--- config.mk ---
export PLATFORM = sky130hd
export DESIGN_NAME = sync_framed_packet_parser_top
export DESIGN_NICKNAME = d
export VERILOG_FILES = /design/src/rtl/sfpp_pkg.sv /design/src/rtl/sfpp_step.sv /design/src/rtl/sync_framed_packet_parser_top.sv
export VERILOG_INCLUDE_DIRS = /design/src /design/src/rtl
export SDC_FILE = /design/constraint.sdc
export NUM_CORES = 1
export LEC_CHECK = 0
export ABC_AREA = 1
export ABC_CLOCK_PERIOD_IN_PS = 5800
export BUFFER_PORTS_ARGS = -buffer_cell sky130_fd_sc_hd__buf_2
export CORE_MARGIN = 5
export CORE_UTILIZATION = 61
export CTS_CLUSTER_SIZE = 24
export DETAILED_ROUTE_END_ITERATION = 7
export PLACE_DENSITY = 0.88
export SYNTH_ARGS = -nofsm -noshare
export SYNTH_HDL_FRONTEND = slang
export SYNTH_HIERARCHICAL = 1
export SYNTH_SLANG_ARGS = --single-unit
--- constraint.sdc ---
create_clock -name clk_i -period 5.8 [get_ports clk_i]
set_input_delay 1.16 -clock clk_i [delete_from_list [all_inputs] [get_ports clk_i]]
set_output_delay 1.16 -clock clk_i [all_outputs]
set_load 0.01 [all_outputs]
--- src/rtl/sync_framed_packet_parser_top_macros.svh ---
// Assertion macros for the framed packet parser.
`ifndef SYNC_FRAMED_PACKET_PARSER_TOP_MACROS_SVH
`define SYNC_FRAMED_PACKET_PARSER_TOP_MACROS_SVH

// Same-cycle implication, disabled during reset.
`define SFPP_ASSERT_NOW(label, clk, rst_n, cond, prop) \
  label: assert property (@(posedge clk) disable iff (!(rst_n)) (cond) |-> (prop)) \
    else $error("sfpp assertion failed");

// Next-cycle implication, disabled during reset.
`define SFPP_ASSERT_NEXT(label, clk, rst_n, cond, prop) \
  label: assert property (@(posedge clk) disable iff (!(rst_n)) (cond) |=> (prop)) \
    else $error("sfpp assertion failed");

`endif

--- src/rtl/sfpp_pkg.sv ---
// Package with types, codes and reset values of the framed packet parser.
`timescale 1ns / 1ps
package sfpp_pkg;

  localparam int unsigned LengthBitsDefault = 8;

  localparam logic [7:0] StartOneReset = 8'hAF;
  localparam logic [7:0] StartTwoReset = 8'hFA;
  localparam logic [7:0] EndOneReset   = 8'hAF;
  localparam logic [7:0] EndTwoReset   = 8'hA0;
  localparam logic [7:0] MaxLenReset   = 8'd64;

  localparam logic [2:0] REG_START_ONE = 3'd0;
  localparam logic [2:0] REG_START_TWO = 3'd1;
  localparam logic [2:0] REG_END_ONE   = 3'd2;
  localparam logic [2:0] REG_END_TWO   = 3'd3;
  localparam logic [2:0] REG_MAX_LEN   = 3'd4;

  localparam logic [1:0] PH_HUNT    = 2'd0;
  localparam logic [1:0] PH_SECOND  = 2'd1;
  localparam logic [1:0] PH_COLLECT = 2'd2;

  localparam logic [1:0] ST_OK       = 2'd0;
  localparam logic [1:0] ST_CSUM_ERR = 2'd1;
  localparam logic [1:0] ST_OVERFLOW = 2'd2;

  typedef struct packed {
    logic [7:0] start_one;
    logic [7:0] start_two;
    logic [7:0] end_one;
    logic [7:0] end_two;
    logic [7:0] max_len;
  } cfg_t;

  typedef struct packed {
    logic [1:0]      phase;
    logic [7:0]      lagged_sum;
    logic [1:0][7:0] recent;
    logic [3:0][7:0] captured;
  } parse_state_t;

  typedef struct packed {
    logic [1:0] status;
    logic [7:0] length;
    logic [7:0] address;
    logic [7:0] command;
    logic [7:0] payload_first;
    logic [7:0] payload_second;
  } result_t;

endpackage

--- src/rtl/sfpp_step.sv ---
// Next-state and result logic for one received byte.
`timescale 1ns / 1ps
module sfpp_step #(
  parameter int unsigned LENGTH_BITS = sfpp_pkg::LengthBitsDefault
) (
  input  sfpp_pkg::cfg_t          cfg_i,
  input  sfpp_pkg::parse_state_t  state_i,
  input  logic [LENGTH_BITS-1:0]  count_i,
  input  logic [7:0]              rx_byte_i,
  output sfpp_pkg::parse_state_t  state_o,
  output logic [LENGTH_BITS-1:0]  count_o,
  output logic                    res_valid_o,
  output sfpp_pkg::result_t       res_o
);
  import sfpp_pkg::*;

  localparam int unsigned CapVal = (1 << LENGTH_BITS) - 1;
  localparam logic [16:0] Cap = 17'(CapVal);

  logic [16:0] len;
  logic [16:0] max_ext;
  logic [16:0] limit;
  logic        end_hit;

  assign len     = 17'(count_i) + 17'd1;
  assign max_ext = 17'(cfg_i.max_len);
  assign limit   = (max_ext > Cap) ? Cap : max_ext;
  assign end_hit = (17'(count_i) >= 17'd3) && (state_i.recent[0] == cfg_i.end_one)
                   && (rx_byte_i == cfg_i.end_two);

  always_comb begin
    state_o     = state_i;
    count_o     = count_i;
    res_valid_o = 1'b0;
    res_o       = '0;
    case (state_i.phase)
      PH_SECOND: begin
        if (rx_byte_i == cfg_i.start_two) begin
          state_o.phase      = PH_COLLECT;
          state_o.lagged_sum = '0;
          state_o.recent[0]  = rx_byte_i;
          state_o.recent[1]  = cfg_i.start_one;
          state_o.captured   = '0;
          count_o            = LENGTH_BITS'(2);
        end else if (rx_byte_i != cfg_i.start_one) begin
          state_o.phase = PH_HUNT;
        end
      end
      PH_COLLECT: begin
        if (count_i == LENGTH_BITS'(2)) begin
          state_o.captured[0] = rx_byte_i;
        end else if (count_i == LENGTH_BITS'(4)) begin
          state_o.captured[1] = rx_byte_i;
        end else if (count_i == LENGTH_BITS'(6)) begin
          state_o.captured[2] = rx_byte_i;
        end else if (count_i == LENGTH_BITS'(7)) begin
          state_o.captured[3] = rx_byte_i;
        end
        res_o.length         = len[7:0];
        res_o.address        = state_o.captured[0];
        res_o.command        = state_o.captured[1];
        res_o.payload_first  = state_o.captured[2];
        res_o.payload_second = state_o.captured[3];
        if (end_hit) begin
          res_valid_o   = 1'b1;
          res_o.status  = (state_i.recent[1] == state_i.lagged_sum) ? ST_OK : ST_CSUM_ERR;
          state_o.phase = PH_HUNT;
          count_o       = '0;
        end else if (len >= limit) begin
          res_valid_o   = 1'b1;
          res_o.status  = ST_OVERFLOW;
          state_o.phase = PH_HUNT;
          count_o       = '0;
        end else begin
          if (17'(count_i) >= 17'd4) begin
            state_o.lagged_sum = state_i.lagged_sum + state_i.recent[1];
          end
          state_o.recent[1] = state_i.recent[0];
          state_o.recent[0] = rx_byte_i;
          count_o           = len[LENGTH_BITS-1:0];
        end
      end
      default: begin
        state_o.phase = (rx_byte_i == cfg_i.start_one) ? PH_SECOND : PH_HUNT;
      end
    endcase
  end

endmodule

--- src/rtl/sync_framed_packet_parser_top.sv ---
// Top level of the framed packet parser with additive checksum.
//
//   channel  signals                              direction
//   in       in_valid_i/in_ready_o, rx_byte_i     byte in
//   out      out_valid_o/out_ready_i, frame_*_o   frame result out
//   cfg      cfg_valid_i/cfg_ready_o, cfg_index_i, cfg_data_i   register write
//
// One byte per cycle unless stalled; the result of a closing byte shows in the cycle
// after its transfer. Throughput is set by the single output register: a byte is taken
// whenever it is empty or drained in the same cycle. Reset clears parse state and loads
// register defaults. A stalled output stalls input; config writes are always taken.
`timescale 1ns / 1ps
`include "sync_framed_packet_parser_top_macros.svh"
module sync_framed_packet_parser_top #(
  parameter int unsigned LENGTH_BITS = sfpp_pkg::LengthBitsDefault
) (
  input  logic       clk_i,
  input  logic       rst_ni,
  input  logic       in_valid_i,
  output logic       in_ready_o,
  input  logic [7:0] rx_byte_i,
  output logic       out_valid_o,
  input  logic       out_ready_i,
  output logic [1:0] frame_status_o,
  output logic [7:0] frame_length_o,
  output logic [7:0] frame_address_o,
  output logic [7:0] frame_command_o,
  output logic [7:0] payload_first_o,
  output logic [7:0] payload_second_o,
  input  logic       cfg_valid_i,
  output logic       cfg_ready_o,
  input  logic [2:0] cfg_index_i,
  input  logic [7:0] cfg_data_i
);
  import sfpp_pkg::*;

  cfg_t                   cfg_q;
  parse_state_t           state_q, state_d;
  logic [LENGTH_BITS-1:0] count_q, count_d;
  logic                   out_valid_q;
  result_t                res_q, res_d;
  logic                   res_valid;
  logic                   in_xfer;

  assign cfg_ready_o = 1'b1;
  assign in_ready_o  = !out_valid_q || out_ready_i;
  assign in_xfer     = in_valid_i && in_ready_o;

  sfpp_step #(
    .LENGTH_BITS(LENGTH_BITS)
  ) u_step (
    .cfg_i      (cfg_q),
    .state_i    (state_q),
    .count_i    (count_q),
    .rx_byte_i  (rx_byte_i),
    .state_o    (state_d),
    .count_o    (count_d),
    .res_valid_o(res_valid),
    .res_o      (res_d)
  );

  always_ff @(posedge clk_i or negedge rst_ni) begin
    if (!rst_ni) begin
      cfg_q.start_one <= StartOneReset;
      cfg_q.start_two <= StartTwoReset;
      cfg_q.end_one   <= EndOneReset;
      cfg_q.end_two   <= EndTwoReset;
      cfg_q.max_len   <= MaxLenReset;
    end else if (cfg_valid_i) begin
      case (cfg_index_i)
        REG_START_ONE: cfg_q.start_one <= cfg_data_i;
        REG_START_TWO: cfg_q.start_two <= cfg_data_i;
        REG_END_ONE:   cfg_q.end_one   <= cfg_data_i;
        REG_END_TWO:   cfg_q.end_two   <= cfg_data_i;
        REG_MAX_LEN:   cfg_q.max_len   <= cfg_data_i;
        default: ;
      endcase
    end
  end

  always_ff @(posedge clk_i or negedge rst_ni) begin
    if (!rst_ni) begin
      state_q <= '0;
      count_q <= '0;
    end else if (in_xfer) begin
      state_q <= state_d;
      count_q <= count_d;
    end
  end

  always_ff @(posedge clk_i or negedge rst_ni) begin
    if (!rst_ni) begin
      out_valid_q <= 1'b0;
    end else if (in_ready_o) begin
      out_valid_q <= in_xfer && res_valid;
    end
  end

  always_ff @(posedge clk_i) begin
    if (in_xfer && res_valid) begin
      res_q <= res_d;
    end
  end

  assign out_valid_o      = out_valid_q;
  assign frame_status_o   = res_q.status;
  assign frame_length_o   = res_q.length;
  assign frame_address_o  = res_q.address;
  assign frame_command_o  = res_q.command;
  assign payload_first_o  = res_q.payload_first;
  assign payload_second_o = res_q.payload_second;

  `SFPP_ASSERT_NOW(a_ready_when_empty, clk_i, rst_ni, !out_valid_q, in_ready_o)
  `SFPP_ASSERT_NOW(a_count_in_frame, clk_i, rst_ni, state_q.phase == PH_COLLECT, (17'(count_q) >= 17'd2) && (count_q != '0))
  `SFPP_ASSERT_NEXT(a_no_result_outside_frame, clk_i, rst_ni, in_xfer && (state_q.phase != PH_COLLECT), !out_valid_q)
  `SFPP_ASSERT_NEXT(a_frame_end_rehunts, clk_i, rst_ni, in_xfer && res_valid, (state_q.phase == PH_HUNT) && (count_q == '0))

endmodule

# Yosys cells after proc, flatten, opt, wreduce, memory -nomap -nowiden
# Index checks and enable logic that the tools add are counted.
[op_classes]
addsub = 2
magnitude_cmp = 4
eq_ne = 22
mux = 29
n_reduce_logical = 17
[ops]
columns = ["op", "n"]
rows = [
  ["56-bit case mux with 2 select lines", 1],
  ["8-bit 2-to-1 mux", 10],
  ["24-bit 2-to-1 mux", 3],
  ["56-bit 2-to-1 mux", 1],
  ["8-bit == test", 5],
  ["8-bit by 3-bit == test with 1-bit output (second input constant)", 3],
  ["17-bit >= comparator", 1],
  ["16-bit 2-to-1 mux", 1],
  ["8-bit case mux with 2 select lines", 1],
  ["2-bit 2-to-1 mux", 6],
  ["2-bit AND reduction", 5],
  ["8-bit by 1-bit adder with 9-bit output (second input constant)", 1],
  ["8-bit adder", 1],
  ["8-bit by 2-bit == test with 1-bit output (second input constant)", 1],
  ["8-bit by 2-bit >= comparator with 1-bit output (second input constant)", 1],
  ["8-bit by 3-bit >= comparator with 1-bit output (second input constant)", 1],
  ["8-bit greater-than comparator (second input constant)", 1],
  ["8-bit inequality test", 1],
  ["3-bit by 2-bit == test with 1-bit output (second input constant)", 2],
  ["3-bit by 1-bit inequality test with 1-bit output (second input constant)", 2],
  ["3-bit AND reduction", 2],
  ["6-bit AND reduction", 1],
  ["1-bit 2-to-1 mux", 5],
  ["5-bit AND reduction", 1],
  ["12 further kinds", 17],
]
[totals]
reg_bits = 149
input_bits = 24
word_cells = 95

# Logic depth before layout (Yosys ltp)
[depth]
depth_word = 7
ltp_mapped = 23
depth_no_buf = 23

# Cells and area by module
# Netlist, hierarchy kept.
[modules_own_cells]
columns = ["module", "instances", "cells_per_inst", "area_per_inst_um2", "seq_area_each_um2"]
rows = [
  ["sync_framed_packet_parser_top", 1, 520, 5609.1, 3965.1],
  ["sfpp_step", 1, 743, 3714.8, 0.0],
]

# Worst setup path before layout
# No wires, ideal clock.
[synth_timing]
kind = "input to register"
startpoint = "input port rx_byte_i[0]"
endpoint = "register res_q, in the netlist frame_address_o[0], enable pin"
setup_time_ns = 0.442
t_arrival_ns = 3.926
required_time_ns = 5.358
setup_slack_ns = 1.432
stages = 13
n_path_buf = 1
path_cell_list = "buf_4 -> inv_1 -> nand2_1 -> nand2_1 -> nor2_1 -> nand2_1 -> nor2_1 -> nand3_2 -> nand3_4 -> nand2_1 -> inv_1 -> inv_1 -> nor2_1"
[synth_via]
elab_chain_len = 5
[synth_lines]
columns = ["element", "line", "text"]
rows = [
  ["start: declaration", "sync_framed_packet_parser_top.sv:21", "input logic [7:0] rx_byte_i,"],
  ["8-bit == test", "sfpp_step.sv:29", "&& (rx_byte_i == cfg_i.end_two);"],
  ["1-bit logical AND", "sfpp_step.sv:29", ""],
  ["1-bit 2-to-1 mux", "sfpp_step.sv:64", "if (end_hit) begin"],
  ["1-bit 2-to-1 mux", "sfpp_step.sv:36", "case (state_i.phase)"],
  ["named net res_valid", "sync_framed_packet_parser_top.sv:42", "logic res_valid;"],
  ["1-bit logical AND", "sync_framed_packet_parser_top.sv:100", "if (in_xfer && res_valid) begin"],
  ["end signal: assignment", "sync_framed_packet_parser_top.sv:101", "res_q <= res_d;"],
  ["end: declaration", "sync_framed_packet_parser_top.sv:41", "result_t res_q, res_d;"],
]
# The timed path passes the listed nets, and every way through them passes these cells.
# A chain may end at the register's enable or synchronous reset.

# Worst setup path in the final report
[layout_timing]
startpoint = "register count_q[0]"
endpoint = "register res_q, in the netlist payload_second_o[2], enable pin"
[layout_via]
elab_chain_len = 6
elab_cells_between_ends = 9
classes_between = "add/sub: 1; order compare: 2; mux: 3; reduce/logical: 3"
[layout_lines]
columns = ["element", "line", "text"]
rows = [
  ["start: declaration", "sync_framed_packet_parser_top.sv:39", "logic [LENGTH_BITS-1:0] count_q, count_d;"],
  ["start signal: assignment", "sync_framed_packet_parser_top.sv:87", "count_q <= count_d;"],
  ["8-bit by 1-bit adder with 9-bit output / 8-bit by 2-bit >= comparator with 1-bit output (equally long branches)", "sfpp_step.sv:25, sfpp_step.sv:28", ""],
  ["17-bit >= comparator / 1-bit logical AND (equally long branches)", "sfpp_step.sv:69, sfpp_step.sv:28", ""],
  ["1-bit 2-to-1 mux / 1-bit logical AND (equally long branches)", "sfpp_step.sv:69, sfpp_step.sv:29", ""],
  ["1-bit 2-to-1 mux *", "sfpp_step.sv:64", ""],
  ["1-bit 2-to-1 mux *", "sfpp_step.sv:36", ""],
  ["named net res_valid", "sync_framed_packet_parser_top.sv:42", ""],
  ["1-bit logical AND *", "sync_framed_packet_parser_top.sv:100", ""],
]
# Mark *: on every way through the listed nets, which the timed path passes. The rest lies on a longest branch.

==> summary.txt <==
Synth
  • Post-synth EDFFs: 42
  • YS warnings: 6
  • Mapped cell area: 0.00932 mm²
  • Ys async rst share: 71.8%
  • Sequential fraction of the synthesis area: between 40% and 50%
  • Cells after synthesis: between 1000 and 1500
  • Syn_nets: 1309
  • Synth Flop Type: dfrtp_1
  • Avg Cell Area, Syn: 7.38 µm²
  • Synth cell types: 45
  • Yosys reg bits: 149

Setup path
  • Flop-to-flop setup slack: 1890 ps
  • CP required: 5840 ps
  • CP top delay family: simple AND/OR/NAND/NOR gates
  • Worst Setup End Kind: register
  • Crit start category: register
  • CP Class: reg -> reg
  • CP max-delay cell: nor2_4
  • Worst path max stage delay: 910 ps
  • Worst path buffer plus inverter count: 7
  • Most frequent cell on the critical path: inv_1
  • Critical path peak fanout: 42
  • CP cell instances: inv_1 > nor3_1 > inv_1 > nor2_1 > inv_1 > nand2_1 > inv_1 > ha_1 > nand2_1 > inv_1 > nand3_1 > nand3_1 > nand2_1 > nand2_1 > nand2_1 > nand3_4 > nand2_1 > inv_1 > inv_1 > nor2_4
  • WP data arrival: ~4000 ps

STA
  • Clock skew: roughly 19 ps
  • Rel. slew slack: 20.4%
  • Fmax: roughly 260 MHz
  • Final worst-path cycle share: 67.5%
  • RSZ-0062 raised after global routing: false
  • Worst slew pin tran: 1190 ps
  • TNS Setup: 0 ps
  • Final setup violation count: 0
  • Final hold vios: 0
  • Tmin final: about 3900 ps
  • Max-slew violations: 0

Placement
  • Number of port buffers: between 60 and 70
  • HPWL Detailed: between 15000 and 20000 µm
  • GPL Wtd Cong: 0.933
  • Placed instance area: ~0.0096 mm²

Finish
  • Fill cells: roughly 1200
  • Diodes inserted: 0
  • Layout net count: 1346
  • Final non-filler cell area: 0.0103 mm²
  • Syn-to-layout area delta: 9.94%
  • Share of cells above drive strength 1: 14.9%

Pwr
  • Switching share of total power: 32.2%
  • Psw: 1.04 mW
  • Comb power frac: a little over a fifth
  • Sequential share of power: 41.3%
  • Pwr dens: 317 mW/mm²
  • Worst vdd ir: 0.225 mV
  • Leakage: 5.55 nW
  • Internal power: 2.20 mW
  • Power share of the clock group: 37.1%

Clocking
  • Number of setup buffers added after CTS: 0
  • Longest Clk Path Bufs: 2
  • Clock transition at path regs: 60 ps
  • CTS sink cnt: 149
  • Num CTS Buffers: 17
  • CTS root buf: clkbuf_16
  • Hold_buf cts: 0
  • CTS tree: yes
  • CTS resizes: 0
  • H-tree depth: 4
  • Insertion delay of the later-clocked pin in the worst-skew pair: 440 ps

Route
  • WL final: 24400 µm
  • Vias: 8526
  • Detailed Routing Iterations Pass 1: 8
  • WL/cell: 16.2 µm
  • Via-to-Cell Ratio: 5.68
  • DRC: 0
  • DRT antenna net count: 0
  • First DRT Iteration DRCs: 1286

Floorplanning
  • Num rows: 45
  • Die area: 0.0179 mm²
  • Initial core utilization: 61.8%
  • Core area: 0.0151 mm²
  • Die height: 134 µm
  • Die Wd: between 100 and 150 µm
  • Io pins: 69

Global route
  • First-pass GRT wire length: approximately 40000 µm
  • Antenna violations before repair: 0
  • Tot GR Track Use: approximately 28%
  • Vias in the first global route: 7947
  • Largest net degree at the start of global routing: 69
  • Remaining global-route overflow: 0

Job
  • Max-cap violation count: 0

Hold path
  • HP Class: reg -> reg

Run status
  • Status: finished clean
## worst paths after layout
kind | startpoint | depth (start not counted) | to
setup / recovery | count_q[0]$_DFFE_PN0P_ | 20 | payload_second_o[2]$_DFFE_PP_
hold / removal | cfg_q[5]$_DFFE_PN0P_ | 2 | cfg_q[5]$_DFFE_PN0P_
setup reg to reg | count_q[0]$_DFFE_PN0P_ | 20 | payload_second_o[2]$_DFFE_PP_
hold reg to reg | cfg_q[5]$_DFFE_PN0P_ | 2 | cfg_q[5]$_DFFE_PN0P_
max in group asynchronous | rst_ni | 2 | count_q[3]$_DFFE_PN0P_
min in group asynchronous | rst_ni | 1 | state_q[6]$_DFFE_PN0P_
## state kept, by name, summed over array words and instances (netlist names)
signal	count
state_q	58
cfg_q	40
count_q	8
frame_address_o	8
frame_command_o	8
frame_length_o	8
payload_first_o	8
payload_second_o	8
frame_status_o	2
out_valid_o	1
## layer usage
| metal | vias to the layer above | wire, µm | global-route usage, % |
|---|---|---|---|
| met5 | - | 0 | 0 |
| met3 | 70 | 2030 | 5.06 |
| met2 | 479 | 11600 | 45.2 |
| met4 | 0 | 739 | 10.5 |
| met1 | 3889 | 10000 | 37.0 |
| li1 | 4088 | - | - |
## power by group through the flow
stage	clock [mW]	combinational, mW	sequential (mW)
after floorplan	0	0.545	1.30
after global placement	0	0.664	1.34
after detailed placement	0	0.685	1.35
after CTS	1.21	0.694	1.33
after global routing	1.26	0.793	1.35
final	1.20	0.701	1.34
## Yosys cell counts, drive strengths merged, types with 4 or more instances
library cell,instances,area share [%]
nand2,429,18
inv,161,6.5
nand3,161,9.1
nor2,119,6.0
dfrtp,86,23
o21ai,66,3.8
buf,45,3.4
edfxtp,42,14
dfstp,21,5.9
ha,21,2.8
xnor2,17,1.6
clkbuf,13,0.54
o22ai,13,0.87
a21oi,12,0.64
o211ai,9,0.72
or3,8,0.54
xor2,8,0.75
nand4,6,0.40
nor4,5,0.34
or2,5,0.34
nor3,4,0.21
## logic make-up after synthesis
group	count (synthesis)	share of synthesized area (%)
mux	1	0.107
flops	149	42.5
compound gates	104	6.33
fa+ha+maj	22	3.03
simple gates	740	35.1
other cells	1	0.0402
buf+inv	221	10.5
xor+xnor	25	2.35
## worst register-to-register path, stage by stage, from the launching register on
cell and delay [ps]:
dfrtp_1 450, inv_1 140, nor3_1 200, inv_1 70, nor2_1 170, inv_1 70
nand2_1 100, inv_1 60, ha_1 260, nand2_1 50, inv_1 60, nand3_1 60
nand3_1 70, nand2_1 60, nand2_1 90, nand2_1 130, nand3_4 230, nand2_1 150
inv_1 100, inv_1 70, nor2_4 910
## per-stage QoR
step / power, mW / worst slack [ps] / instances / util [%] / hold WS [ps]
after floorplan: 1.85 / 1430 / 1263 / - / 442
after global placement: 2.01 / 1990 / 1469 / 63.6 / 454
after detailed placement: 2.04 / 1920 / 1469 / 63.6 / 458
after CTS: 3.24 / 1910 / 1501 / 67.9 / 473
after global routing: 3.40 / 1420 / 1501 / 67.9 / 498
final: 3.24 / 1890 / 1501 / 67.9 / 471
## layout make-up
class / count / area (µm²) / share of cell area, %
inverter: 163 / 612 / 5.97
clock inverter: 13 / 196 / 1.92
tap: 188 / 235 / 2.29
timing repair buffer: 76 / 405 / 3.95
clock buffer: 19 / 453 / 4.42
multi-input combinational: 893 / 4380 / 42.8
sequential: 149 / 3970 / 38.7
## placed cells by master (no fill, tap or decap), types with 5 or more instances in the layout
| master | synthesis | layout |
|---|---|---|
| a21oi_1 | 12 | 12 |
| buf_2 | 24 | 66 |
| buf_4 | 13 | 10 |
| clkbuf_16 | 0 | 17 |
| clkinv_4 | 0 | 5 |
| dfrtp_1 | 86 | 86 |
| dfstp_2 | 21 | 21 |
| edfxtp_1 | 42 | 42 |
| ha_1 | 21 | 21 |
| inv_1 | 145 | 145 |
| inv_2 | 16 | 16 |
| nand2_1 | 416 | 416 |
| nand2_2 | 7 | 7 |
| nand2_4 | 6 | 6 |
| nand3_1 | 156 | 156 |
| nand4_1 | 6 | 6 |
| nor2_1 | 99 | 98 |
| nor2_2 | 11 | 11 |
| nor2_4 | 7 | 8 |
| nor4_1 | 5 | 5 |
| o211ai_1 | 9 | 9 |
| o21ai_0 | 40 | 40 |
| o21ai_1 | 20 | 20 |
| o21ai_2 | 6 | 6 |
| o22ai_1 | 13 | 13 |
| or2_2 | 5 | 5 |
| or3_1 | 8 | 8 |
| xnor2_1 | 17 | 17 |
| xor2_1 | 8 | 8 |
(Power assumes the default switching activity.)
